### config.mk
export PLATFORM = sky130hd
export DESIGN_NAME = key_ring_buffer_with_inkey_encode
export DESIGN_NICKNAME = d
export VERILOG_FILES = /design/src/hw/rtl/krb_pkg.sv /design/src/hw/rtl/krb_ring.sv /design/src/hw/rtl/krb_encode.sv /design/src/hw/rtl/key_ring_buffer_with_inkey_encode.sv
export SDC_FILE = /design/constraint.sdc
export NUM_CORES = 1
export LEC_CHECK = 0
export BUFFER_PORTS_ARGS = -buffer_cell sky130_fd_sc_hd__buf_2
export CAP_MARGIN = 20
export CORE_MARGIN = 2
export CORE_UTILIZATION = 40
export CTS_CLUSTER_DIAMETER = 200
export DETAILED_ROUTE_END_ITERATION = 12
export HOLD_SLACK_MARGIN = 0.05
export PLACE_DENSITY = 0.67
export SLEW_MARGIN = 20
export SYNTH_ARGS = -nofsm -noshare
export SYNTH_HDL_FRONTEND = slang
export SYNTH_SLANG_ARGS = --single-unit
### constraint.sdc
create_clock -name clk -period 3.2 [get_ports clk]
set_clock_uncertainty 0.1 [all_clocks]
set_input_delay 0.32 -clock clk [delete_from_list [all_inputs] [get_ports clk]]
set_output_delay 0.32 -clock clk [all_outputs]
set_load 0.02 [all_outputs]
### src/hw/rtl/krb_pkg.sv
// ============================================================================
// krb_pkg - shared types and constants of the keyboard ring buffer
// Ring sizing, action and length codes, special-key table.
// ============================================================================
`default_nettype none

package krb_pkg;

    localparam int RING_DEPTH    = 16;
    localparam int PTR_W         = $clog2(RING_DEPTH);
    localparam int KEY_W         = 16;
    localparam int SPECIAL_COUNT = 21;
    localparam int TABLE_LEN     = 21;
    localparam int LAST_IDX      = ((SPECIAL_COUNT < TABLE_LEN) ? SPECIAL_COUNT : TABLE_LEN) - 1;
    localparam int TBL_IDX_W     = (TABLE_LEN > 1) ? $clog2(TABLE_LEN) : 1;

    localparam logic [PTR_W-1:0] PTR_LAST       = PTR_W'(RING_DEPTH - 1);
    localparam logic [KEY_W-1:0] SPECIAL_BASE   = KEY_W'(16'h0100);
    localparam logic [KEY_W-1:0] LAST_IDX_KEY   = KEY_W'(LAST_IDX);
    localparam logic [7:0]       SPECIAL_PREFIX = 8'hFF;

    typedef enum logic {
        ACT_POST = 1'b0,
        ACT_READ = 1'b1
    } action_t;

    typedef enum logic [1:0] {
        LEN_EMPTY   = 2'd0,
        LEN_PLAIN   = 2'd1,
        LEN_SPECIAL = 2'd2
    } length_t;

    // control from the pipeline to the ring
    typedef struct packed {
        logic             post_en;
        logic             read_en;
        logic [KEY_W-1:0] code;
    } ring_op_t;

    // answer of the ring to a read
    typedef struct packed {
        logic             hit;
        logic [KEY_W-1:0] key;
    } ring_rsp_t;

    typedef struct packed {
        length_t    length;
        logic [7:0] first_byte;
        logic [7:0] second_byte;
    } enc_t;

    function automatic logic [7:0] special_char(input logic [TBL_IDX_W-1:0] idx);
        logic [7:0] c;
        begin
            case (idx)
                TBL_IDX_W'(0):  c = "X";
                TBL_IDX_W'(1):  c = "H";
                TBL_IDX_W'(2):  c = "P";
                TBL_IDX_W'(3):  c = "K";
                TBL_IDX_W'(4):  c = "M";
                TBL_IDX_W'(5):  c = "R";
                TBL_IDX_W'(6):  c = "S";
                TBL_IDX_W'(7):  c = "G";
                TBL_IDX_W'(8):  c = "O";
                TBL_IDX_W'(9):  c = "I";
                TBL_IDX_W'(10): c = "Q";
                TBL_IDX_W'(11): c = ";";
                TBL_IDX_W'(12): c = "<";
                TBL_IDX_W'(13): c = "=";
                TBL_IDX_W'(14): c = ">";
                TBL_IDX_W'(15): c = "?";
                TBL_IDX_W'(16): c = "@";
                TBL_IDX_W'(17): c = "A";
                TBL_IDX_W'(18): c = "B";
                TBL_IDX_W'(19): c = "C";
                default:        c = "D";
            endcase
            return c;
        end
    endfunction

endpackage

`default_nettype wire

### src/hw/rtl/krb_ring.sv
// ============================================================================
// krb_ring - key storage ring with overwrite-oldest
// Holds up to RING_DEPTH-1 keys; a post into a full ring drops the oldest.
// ============================================================================
`default_nettype none

module krb_ring (
    input  wire logic               clk,
    input  wire logic               rst_n,
    input  wire krb_pkg::ring_op_t  op,
    output krb_pkg::ring_rsp_t      rsp
);
    import krb_pkg::*;

    logic [KEY_W-1:0] key_store_reg [RING_DEPTH];
    logic [PTR_W-1:0] rd_ptr_reg, rd_ptr_next;
    logic [PTR_W-1:0] wr_ptr_reg, wr_ptr_next;
    logic [PTR_W-1:0] wr_inc, rd_inc;
    logic             empty;

    assign wr_inc = (wr_ptr_reg == PTR_LAST) ? '0 : wr_ptr_reg + PTR_W'(1);
    assign rd_inc = (rd_ptr_reg == PTR_LAST) ? '0 : rd_ptr_reg + PTR_W'(1);
    assign empty  = (rd_ptr_reg == wr_ptr_reg);

    always_comb
    begin
        rd_ptr_next = rd_ptr_reg;
        wr_ptr_next = wr_ptr_reg;
        rsp.hit     = 1'b0;
        rsp.key     = key_store_reg[rd_ptr_reg];
        if (op.post_en)
        begin
            wr_ptr_next = wr_inc;
            // full ring: drop the oldest key
            if (wr_inc == rd_ptr_reg)
                rd_ptr_next = rd_inc;
        end
        else if (op.read_en && !empty)
        begin
            rsp.hit     = 1'b1;
            rd_ptr_next = rd_inc;
        end
    end

    always_ff @(posedge clk or negedge rst_n)
    begin
        if (!rst_n)
        begin
            rd_ptr_reg <= '0;
            wr_ptr_reg <= '0;
        end
        else
        begin
            rd_ptr_reg <= rd_ptr_next;
            wr_ptr_reg <= wr_ptr_next;
        end
    end

    always_ff @(posedge clk)
    begin
        if (op.post_en)
            key_store_reg[wr_ptr_reg] <= op.code;
    end

    // a post always leaves at least one key in the ring
    assert property (@(posedge clk) disable iff (!rst_n)
        op.post_en |=> (rd_ptr_reg != wr_ptr_reg))
        else $error("ring empty after post");

    // a read of an empty ring must not move the read pointer
    assert property (@(posedge clk) disable iff (!rst_n)
        (op.read_en && !op.post_en && empty) |=> $stable(rd_ptr_reg))
        else $error("read pointer moved on empty read");

    // a read never moves the write pointer
    assert property (@(posedge clk) disable iff (!rst_n)
        (!op.post_en) |=> $stable(wr_ptr_reg))
        else $error("write pointer moved without post");

endmodule

`default_nettype wire

### src/hw/rtl/krb_encode.sv
// ============================================================================
// krb_encode - inkey-style key encoder
// Plain codes give one byte, special codes 0xFF plus a table character.
// ============================================================================
`default_nettype none

module krb_encode (
    input  wire logic [krb_pkg::KEY_W-1:0] key,
    output krb_pkg::enc_t                  enc
);
    import krb_pkg::*;

    logic [KEY_W-1:0]     diff;
    logic [TBL_IDX_W-1:0] idx;

    assign diff = key - SPECIAL_BASE;
    // clamp past the end of the table
    assign idx  = (diff > LAST_IDX_KEY) ? TBL_IDX_W'(LAST_IDX) : diff[TBL_IDX_W-1:0];

    always_comb
    begin
        enc.length      = LEN_EMPTY;
        enc.first_byte  = 8'h00;
        enc.second_byte = 8'h00;
        if (key >= SPECIAL_BASE)
        begin
            enc.length      = LEN_SPECIAL;
            enc.first_byte  = SPECIAL_PREFIX;
            enc.second_byte = special_char(idx);
        end
        else if (key != '0)
        begin
            enc.length     = LEN_PLAIN;
            enc.first_byte = key[7:0];
        end
    end

endmodule

`default_nettype wire

### src/hw/rtl/key_ring_buffer_with_inkey_encode.sv
// ============================================================================
// key_ring_buffer_with_inkey_encode - keyboard ring buffer, top level
// Posts key codes into a ring and reads them back inkey-encoded.
// ============================================================================
// Usage:
//   Slave stream: one beat per action. tuser carries the action (0 post,
//   1 read), tdata the 16-bit key code (ignored on a read).
//   Master stream: one beat per read, none per post. tdata carries
//   length [1:0], first byte [9:2], second byte [17:10], zeros above.
//   cfg_we/cfg_wdata write display_active; write it only while idle.
//   With display_active low a read answers length 0 and consumes nothing.
// Pipeline and throughput:
//   A beat is captured in the input register, processed against the ring
//   pointers and one table lookup, and its result lands in the output
//   register, which drives master tvalid.
//   One beat per cycle is sustained unless a read waits on a stalled master.
// Reset:
//   Pointers clear (ring empty), display_active clears, both stages empty.
//   Ring contents are not cleared; only written slots are ever read.
// Stall:
//   When the master side stalls, a held result keeps a read in the input
//   register; posts keep flowing. tready drops once the input register holds
//   a read that cannot move on.
// ============================================================================
`default_nettype none

module key_ring_buffer_with_inkey_encode (
    input  wire logic        clk,
    input  wire logic        rst_n,
    input  wire logic        cfg_we,
    input  wire logic        cfg_wdata,
    input  wire logic        s_axis_tvalid,
    output logic             s_axis_tready,
    input  wire logic [15:0] s_axis_tdata,    // key_code [15:0]
    input  wire logic        s_axis_tuser,    // action [0]
    output logic             m_axis_tvalid,
    input  wire logic        m_axis_tready,
    output logic [23:0]      m_axis_tdata     // length [1:0], first_byte [9:2],
                                              // second_byte [17:10], zero [23:18]
);
    import krb_pkg::*;

    logic             display_active_reg;
    logic             in_valid_reg;
    action_t          in_action_reg;
    logic [KEY_W-1:0] in_code_reg;
    logic             out_valid_reg;
    enc_t             out_data_reg;

    logic             advance;
    logic             s_beat;
    logic             m_beat;
    ring_op_t         op;
    ring_rsp_t        rsp;
    enc_t             enc;

    assign s_beat  = s_axis_tvalid && s_axis_tready;
    assign m_beat  = m_axis_tvalid && m_axis_tready;

    // a post never produces a result, so it never waits on the master side
    assign advance = in_valid_reg
                   && ((in_action_reg == ACT_POST) || !out_valid_reg || m_axis_tready);
    assign s_axis_tready = !in_valid_reg || advance;

    always_comb
    begin
        op.post_en = advance && (in_action_reg == ACT_POST);
        op.read_en = advance && (in_action_reg == ACT_READ) && display_active_reg;
        op.code    = in_code_reg;
    end

    krb_ring u_ring (
        .clk   (clk),
        .rst_n (rst_n),
        .op    (op),
        .rsp   (rsp)
    );

    krb_encode u_encode (
        .key (rsp.hit ? rsp.key : '0),
        .enc (enc)
    );

    always_ff @(posedge clk or negedge rst_n)
    begin
        if (!rst_n)
        begin
            display_active_reg <= 1'b0;
            in_valid_reg       <= 1'b0;
            out_valid_reg      <= 1'b0;
        end
        else
        begin
            if (cfg_we)
                display_active_reg <= cfg_wdata;
            if (s_beat)
                in_valid_reg <= 1'b1;
            else if (advance)
                in_valid_reg <= 1'b0;
            // load a read result, drop a taken beat
            if (advance && (in_action_reg == ACT_READ))
                out_valid_reg <= 1'b1;
            else if (m_beat)
                out_valid_reg <= 1'b0;
        end
    end

    always_ff @(posedge clk)
    begin
        if (s_beat)
        begin
            in_action_reg <= action_t'(s_axis_tuser);
            in_code_reg   <= s_axis_tdata;
        end
        if (advance && (in_action_reg == ACT_READ))
            out_data_reg <= enc;
    end

    assign m_axis_tvalid = out_valid_reg;
    assign m_axis_tdata  = {6'b0, out_data_reg.second_byte,
                            out_data_reg.first_byte, out_data_reg.length};

endmodule

`default_nettype wire
Word-level counts from Yosys, hierarchy flattened
Memory sizes are Yosys's and may differ from the RTL's. A register that Yosys moved wholly into a read port is not among the register bits.
Index checks and enable logic that the tools add are counted.
{"block": "classes", "addsub": 3, "multipliers": 0, "n_div": 0, "order_cmp": 2, "eq_ne": 5, "shift": 0, "muxes": 16, "bitwise_logic": 1, "n_reduce_logical": 19}
{"operator": "2-to-1 mux 4 bit", "count": 5}
{"operator": ">= comparator 16 x 9 -> 1 bit (second input constant)", "count": 1}
{"operator": "greater-than comparator 16 x 5 -> 1 bit (second input constant)", "count": 1}
{"operator": "2-to-1 mux 16 bit", "count": 1}
{"operator": "nonzero test 16 bit", "count": 1}
{"operator": "subtractor 16 x 9 -> 16 bit (second input constant)", "count": 1}
{"operator": "2-to-1 mux 9 bit", "count": 1}
{"operator": "adder 4 x 1 -> 4 bit (second input constant)", "count": 2}
{"operator": "equality test 4 bit", "count": 2}
{"operator": "equality test 4 bit (second input constant)", "count": 2}
{"operator": "2-to-1 mux 1 bit", "count": 8}
{"operator": "logical AND 1 bit", "count": 7}
{"operator": "nonzero test 2 bit", "count": 3}
{"operator": "2-to-1 mux 5 bit", "count": 1}
{"operator": "zero test 1 bit", "count": 4}
{"operator": "logical OR 1 bit", "count": 3}
{"operator": "inequality test 2 x 1 -> 1 bit (second input constant)", "count": 1}
{"operator": "AND reduction 2 bit", "count": 1}
{"operator": "inverter 1 bit", "count": 1}
{"block": "word_totals", "regBits": 46, "latchBits": 0, "mem_bits_rw": 256, "rom_bits": 224, "in_bits": 23, "out_inout_bits": 26, "elab_cells": 58, "mem_count": 2}
{"name": "u_ring.key_store_reg", "words": 16, "width": 16, "read_ports": 1, "rd_clocked_by_memory_dff": 0, "wr": 1, "line_no": "krb_ring.sv:15", "text": "logic [KEY_W-1:0] key_store_reg [RING_DEPTH];"}
{"name": "(name not given)", "words": 32, "width": 7, "read_ports": 1, "rd_clocked_by_memory_dff": 1, "wr": 0, "line_no": "krb_pkg.sv:55", "text": "case (idx)"}

Logic depth before layout (Yosys ltp)
{"block": "logic_depth", "depth_word": 13, "mapped_depth": 16, "ltp_nobuf": 12}

Cells and area by module
Synthesis repeated with hierarchy kept, for this count alone.
{"block": "unflattened", "hier_cells": 571, "hier_area_um2": 12269.3}
{"module": "krb_ring", "n_inst": 1, "cells_each": 438, "area_per_inst_um2": 10501.3}
{"module": "key_ring_buffer_with_inkey_encode", "n_inst": 1, "cells_each": 72, "area_per_inst_um2": 1380.1}
{"module": "krb_encode", "n_inst": 1, "cells_each": 61, "area_per_inst_um2": 387.9}

Worst setup path before layout
OpenSTA, ideal clock, no wires.
{"block": "synth_path", "path_type": "register to register", "startpoint": "register u_ring.rd_ptr_reg[0]", "endpoint": "register, netlist name m_axis_tdata[12]", "t_arrival_ps": 3149, "t_required_ps": 2846, "setup_slack_ps": -304, "path_stages_with_launch": 14, "n_path_buf": 3, "period_less_slack_ps": 3504, "path_cell_list": "dfrtp_1 -> buf_6 -> buf_6 -> buf_6 -> mux4_2 -> mux4_2 -> nor2_2 -> nand4_4 -> nand2b_1 -> ha_1 -> inv_1 -> o21a_1 -> o32a_1 -> o21a_1"}
{"block": "synth_between", "elab_chain_len": 9, "word_cells_on_any_way": 12, "classes_between": "add/sub (1); order compare (2); eq/ne (1); mux (4); reduce/logical (3); memory (1)"}
{"element": "from (decl)", "line_no": "krb_ring.sv:16", "text": "logic [PTR_W-1:0] rd_ptr_reg, rd_ptr_next;"}
{"element": "from (signal assigned)", "line_no": "krb_ring.sv:54", "text": "rd_ptr_reg <= rd_ptr_next;"}
{"element": "equality test 4 bit", "line_no": "krb_ring.sv:23", "text": "assign empty = (rd_ptr_reg == wr_ptr_reg);"}
{"element": "zero test 1 bit", "line_no": "krb_ring.sv:38", "text": "else if (op.read_en && !empty)"}
{"element": "logical AND 1 bit", "line_no": "krb_ring.sv:38"}
{"element": "2-to-1 mux 1 bit", "line_no": "krb_ring.sv:38"}
{"element": "2-to-1 mux 1 bit", "line_no": "krb_ring.sv:31", "text": "if (op.post_en)"}
{"element": "2-to-1 mux 16 bit *", "line_no": "key_ring_buffer_with_inkey_encode.sv:80", "text": ".key (rsp.hit ? rsp.key : '0),"}
{"element": "subtractor 16 x 9 -> 16 bit", "line_no": "krb_encode.sv:16", "text": "assign diff = key - SPECIAL_BASE;"}
{"element": "greater-than comparator 16 x 5 -> 1 bit", "line_no": "krb_encode.sv:18", "text": "assign idx = (diff > LAST_IDX_KEY) ? TBL_IDX_W'(LAST_IDX) : diff[TBL_IDX_W-1:0];"}
{"element": "2-to-1 mux 5 bit", "line_no": "krb_encode.sv:18"}
Every way passes the cells marked *; elsewhere a longest branch is shown, timed or not.
A chain may end at the register's enable or synchronous reset.

Worst setup path in the final report
{"block": "layout_path", "startpoint": "register u_ring.rd_ptr_reg[0]", "endpoint": "register, netlist name m_axis_tdata[12]"}
{"block": "layout_between", "elab_chain_len": 9, "word_cells_on_any_way": 12, "classes_between": "add/sub (1); order compare (2); eq/ne (1); mux (4); reduce/logical (3); memory (1)"}
{"element": "equality test 4 bit", "line_no": "krb_ring.sv:23"}
{"element": "zero test 1 bit", "line_no": "krb_ring.sv:38"}
{"element": "logical AND 1 bit", "line_no": "krb_ring.sv:38"}
{"element": "2-to-1 mux 1 bit", "line_no": "krb_ring.sv:38"}
{"element": "2-to-1 mux 1 bit", "line_no": "krb_ring.sv:31"}
{"element": "2-to-1 mux 16 bit *", "line_no": "key_ring_buffer_with_inkey_encode.sv:80"}
{"element": "subtractor 16 x 9 -> 16 bit", "line_no": "krb_encode.sv:16"}
{"element": "greater-than comparator 16 x 5 -> 1 bit", "line_no": "krb_encode.sv:18"}
{"element": "2-to-1 mux 5 bit", "line_no": "krb_encode.sv:18"}
Marks and branches as above.

==> results.py <==
metrics = {
    "setup_path": {
        "max_stage_delay_ns": 0.57,
        "cp.arrival_ns": 3.56,
        "rr_worst_depth": 12,
        "cp_max_fo": 5,
        "cp.required_ns": 3.41,
        "path_class": "flop to flop",
        "worstSetupPathDepth": 12,
        "path_delay_family": "multiplexers",
        "ff2ff_setup_slack_ns": -0.15,
        "critPathBufInv": 3,
        "path_cells": "buf_6, buf_12, mux4_2, mux4_2, nor2_4, nand4_4, nand2b_4, ha_4, inv_2, o21a_1, o32a_1, o21a_1",
        "cp_slowest_cell": "mux4_2",
        "critPathLaunchType": "flop",
        "critPathCaptureType": "flop",
    },
    "synth": {
        "synthArstFlopShare": 0.0365,
        "syn_area_um2": 11800,
        "synth_area_leaders": "edfxtp_1 (74%), mux4_2 (6.7%), dfrtp_1 (2.3%), mux2i_1 (1.4%), nor2_1 (1.4%)",
        "synth_top_cell_area_share": 0.736,
        "ys_seq_elements": 301,
        "seq_area_frac_synth": 0.760,
        "synth_edf_count": 290,
        "syn_inst": 659,
        "synth.distinct_cells": 58,
        "yosysMostFrequentCell": "edfxtp_1",
        "ys.flop_type": "edfxtp_1",
        "synth.largest_area_cell": "edfxtp_1",
        "synth.top_cells.by_count": "edfxtp_1 (290), nor2_1 (43), mux4_2 (35), nor3_1 (31), a21oi_1 (22)",
        "ys_warn_count": 0,
        "avgSynthCellArea_um2": 17.9,
    },
    "power_and_ir_drop": {
        "p_clk_frac": 0.296,
        "vdd_drop_max_uv": 569,
        "power_switching_mw": 3.35,
        "p_per_area_nw_per_um2": 792,
        "p_leak_nw": 5.02,
        "internal_power_mw": 8.32,
        "switching_share": 0.287,
        "seqPwrFrac": 0.406,
        "p_comb_frac": 0.298,
    },
    "routing": {
        "via_per_inst": 5.20,
        "drc": 0,
        "routed_wl_um": 25300,
        "wl_per_cell_um": 20.4,
        "vias": 6436,
        "drt_iter0_markers": 535,
        "ant_nets": 0,
        "first_pass_iters": 5,
    },
    "sta": {
        "maxSlewHeadroom": 0.538,
        "hold_violations": 0,
        "worstMarginPinSlew_ns": 0.689,
        "max_freq_ghz": 0.299,
        "finalSetupViolCount": 4,
        "drv_slew": 0,
        "rsz0062_at_grt": "yes",
        "finalCritPeriodShare": 1.05,
        "min_period_ns": 3.35,
        "setup_ws_ns": -0.146,
    },
    "placed_design": {
        "placedCellCount": 1147,
        "place_ws_ns": -0.254,
        "gp_congestion": 0.812,
        "numPortBuffers": 41,
        "post-dp-hpwl_um": 15800,
    },
    "die": {
        "die_area_um2": 31000,
        "io_pins": 49,
        "die_height_um": 176,
        "initial_core_util": 0.409,
        "fp-row-count": 62,
        "die_w_um": 176,
        "core_um2": 28900,
    },
    "outcome": {
        "failed_checks": "setup timing",
        "status": "finished with violations",
    },
    "cts": {
        "root_buffer": "clkbuf_16",
        "cts_buffers": 31,
        "clk_pin_slew_ns": 0.06,
        "clock_latency_ns": 0.57,
        "cts_buffer_depth": 3,
        "cts_max_level": 1,
        "clock_sinks": 301,
        "cts_tree": "built",
    },
    "cells_and_area": {
        "nNetsFinal": 862,
        "diodes": 0,
        "drive_gt1_frac": 0.338,
        "area_delta_synth_final_pct": 24.6,
        "largest_reg_flops": 256,
        "fin_cells": 1237,
    },
    "grt": {
        "grt_max_degree": 24,
        "antenna_found_initial": 0,
        "grt_pass1_vias": 6413,
        "grt_pass1_wl_um": 37900,
        "grt_overflow": 0,
        "grtUsageTotal": 0.163,
    },
    "min_path": {
        "hold_path_class": "input pin to asynchronous set/reset pin",
    },
    "run": {
        "maxCapViolations": 0,
    },
}
-- cell families after synthesis --
logic type	count (synthesis)	share of synthesized area
AOI/OAI and AO/OA	92	0.0534
xor gates and xnor gates	9	0.00666
adders and majority gates	9	0.00952
buffers and inverters	45	0.0206
DFF	301	0.760
muxes	62	0.0906
other	1	0.000317
and+or+nand+nor	140	0.0592
-- layout make-up --
type                            count  area, um2
Clock buffer                       36        795
Clock inverter                     20        194
Fill cell                        2331      14200
Inverter                            9       33.8
Multi-Input combinational cell    319       2880
Sequential cell                   301       8990
Tap cell                          384        480
Timing Repair Buffer              168       1370
-- per-stage QoR --
stage          cell area [um2]   util  power, mW  hold WS (ns)  TNS (ns)
6_report                 14700  0.509       11.7        0.0895    -0.244
5_1_grt                  14700  0.509       12.2        0.0898     -1.07
4_1_cts                  14500  0.501       11.5        0.0680    -0.390
3_5_place_dp             13200  0.455       7.84         0.123    -0.870
3_3_place_gp             13200  0.455       7.80         0.125    -0.641
2_1_floorplan            11900      -       6.65       -0.0756    -0.170
-- final timing paths --
| check | to | startpoint |
|---|---|---|
| max | m_axis_tdata[12] | u_ring.rd_ptr_reg[0] |
| min | u_ring.rd_ptr_reg[1] | rst_n |
| max reg2reg | m_axis_tdata[12] | u_ring.rd_ptr_reg[0] |
| min reg2reg | m_axis_tvalid | in_valid_reg |
| max in group asynchronous | u_ring.rd_ptr_reg[2] | rst_n |
| min in group clk | in_code_reg[7] | s_axis_tdata[7] |
-- power by group through the flow --
stage | registers, mW | logic (mW) | clock network [mW]
after floorplan | 4.76 | 1.88 | 0
after global placement | 4.82 | 2.98 | 0
after detailed placement | 4.83 | 3.01 | 0
after CTS | 4.73 | 3.22 | 3.52
after global routing | 4.76 | 3.72 | 3.68
final | 4.73 | 3.48 | 3.46
-- layer usage --
layer / part of all wire / global-route usage / vias to the layer above
li1: - / - / 2949
met1: 0.44 / 0.219 / 3240
met2: 0.49 / 0.283 / 202
met3: 0.048 / 0.0252 / 45
met4: 0.024 / 0.0386 / 0
met5: 0 / 0 / -
-- layout by cell type, fill, tap and decap left out, types with 8 or more instances in the layout --
cell type        n
a21oi_1         22
dfrtp_1          8
o21ai_0          9
nor3_1          24
ha_1             8
clkinv_1         8
nor2_2           8
edfxtp_1       290
buf_2           41
mux2_2           9
mux4_2          35
nor2_1          35
dlygate4sd3_1   23
clkbuf_16       33
mux2i_1         14
buf_4           87
nand2_1         17
-- timing repair --
action | in CTS | in global routing
pin swaps | 14 | 12
resized for setup | 17 | 32
endpoints found under the setup margin | 6 | 7
gates cloned | 1 | 2
hold endpoints to repair | 31 | 0
hold buffers | 23 | 0
setup buffers | 3 | 5
Note: power is estimated with default switching activity, not from simulation.
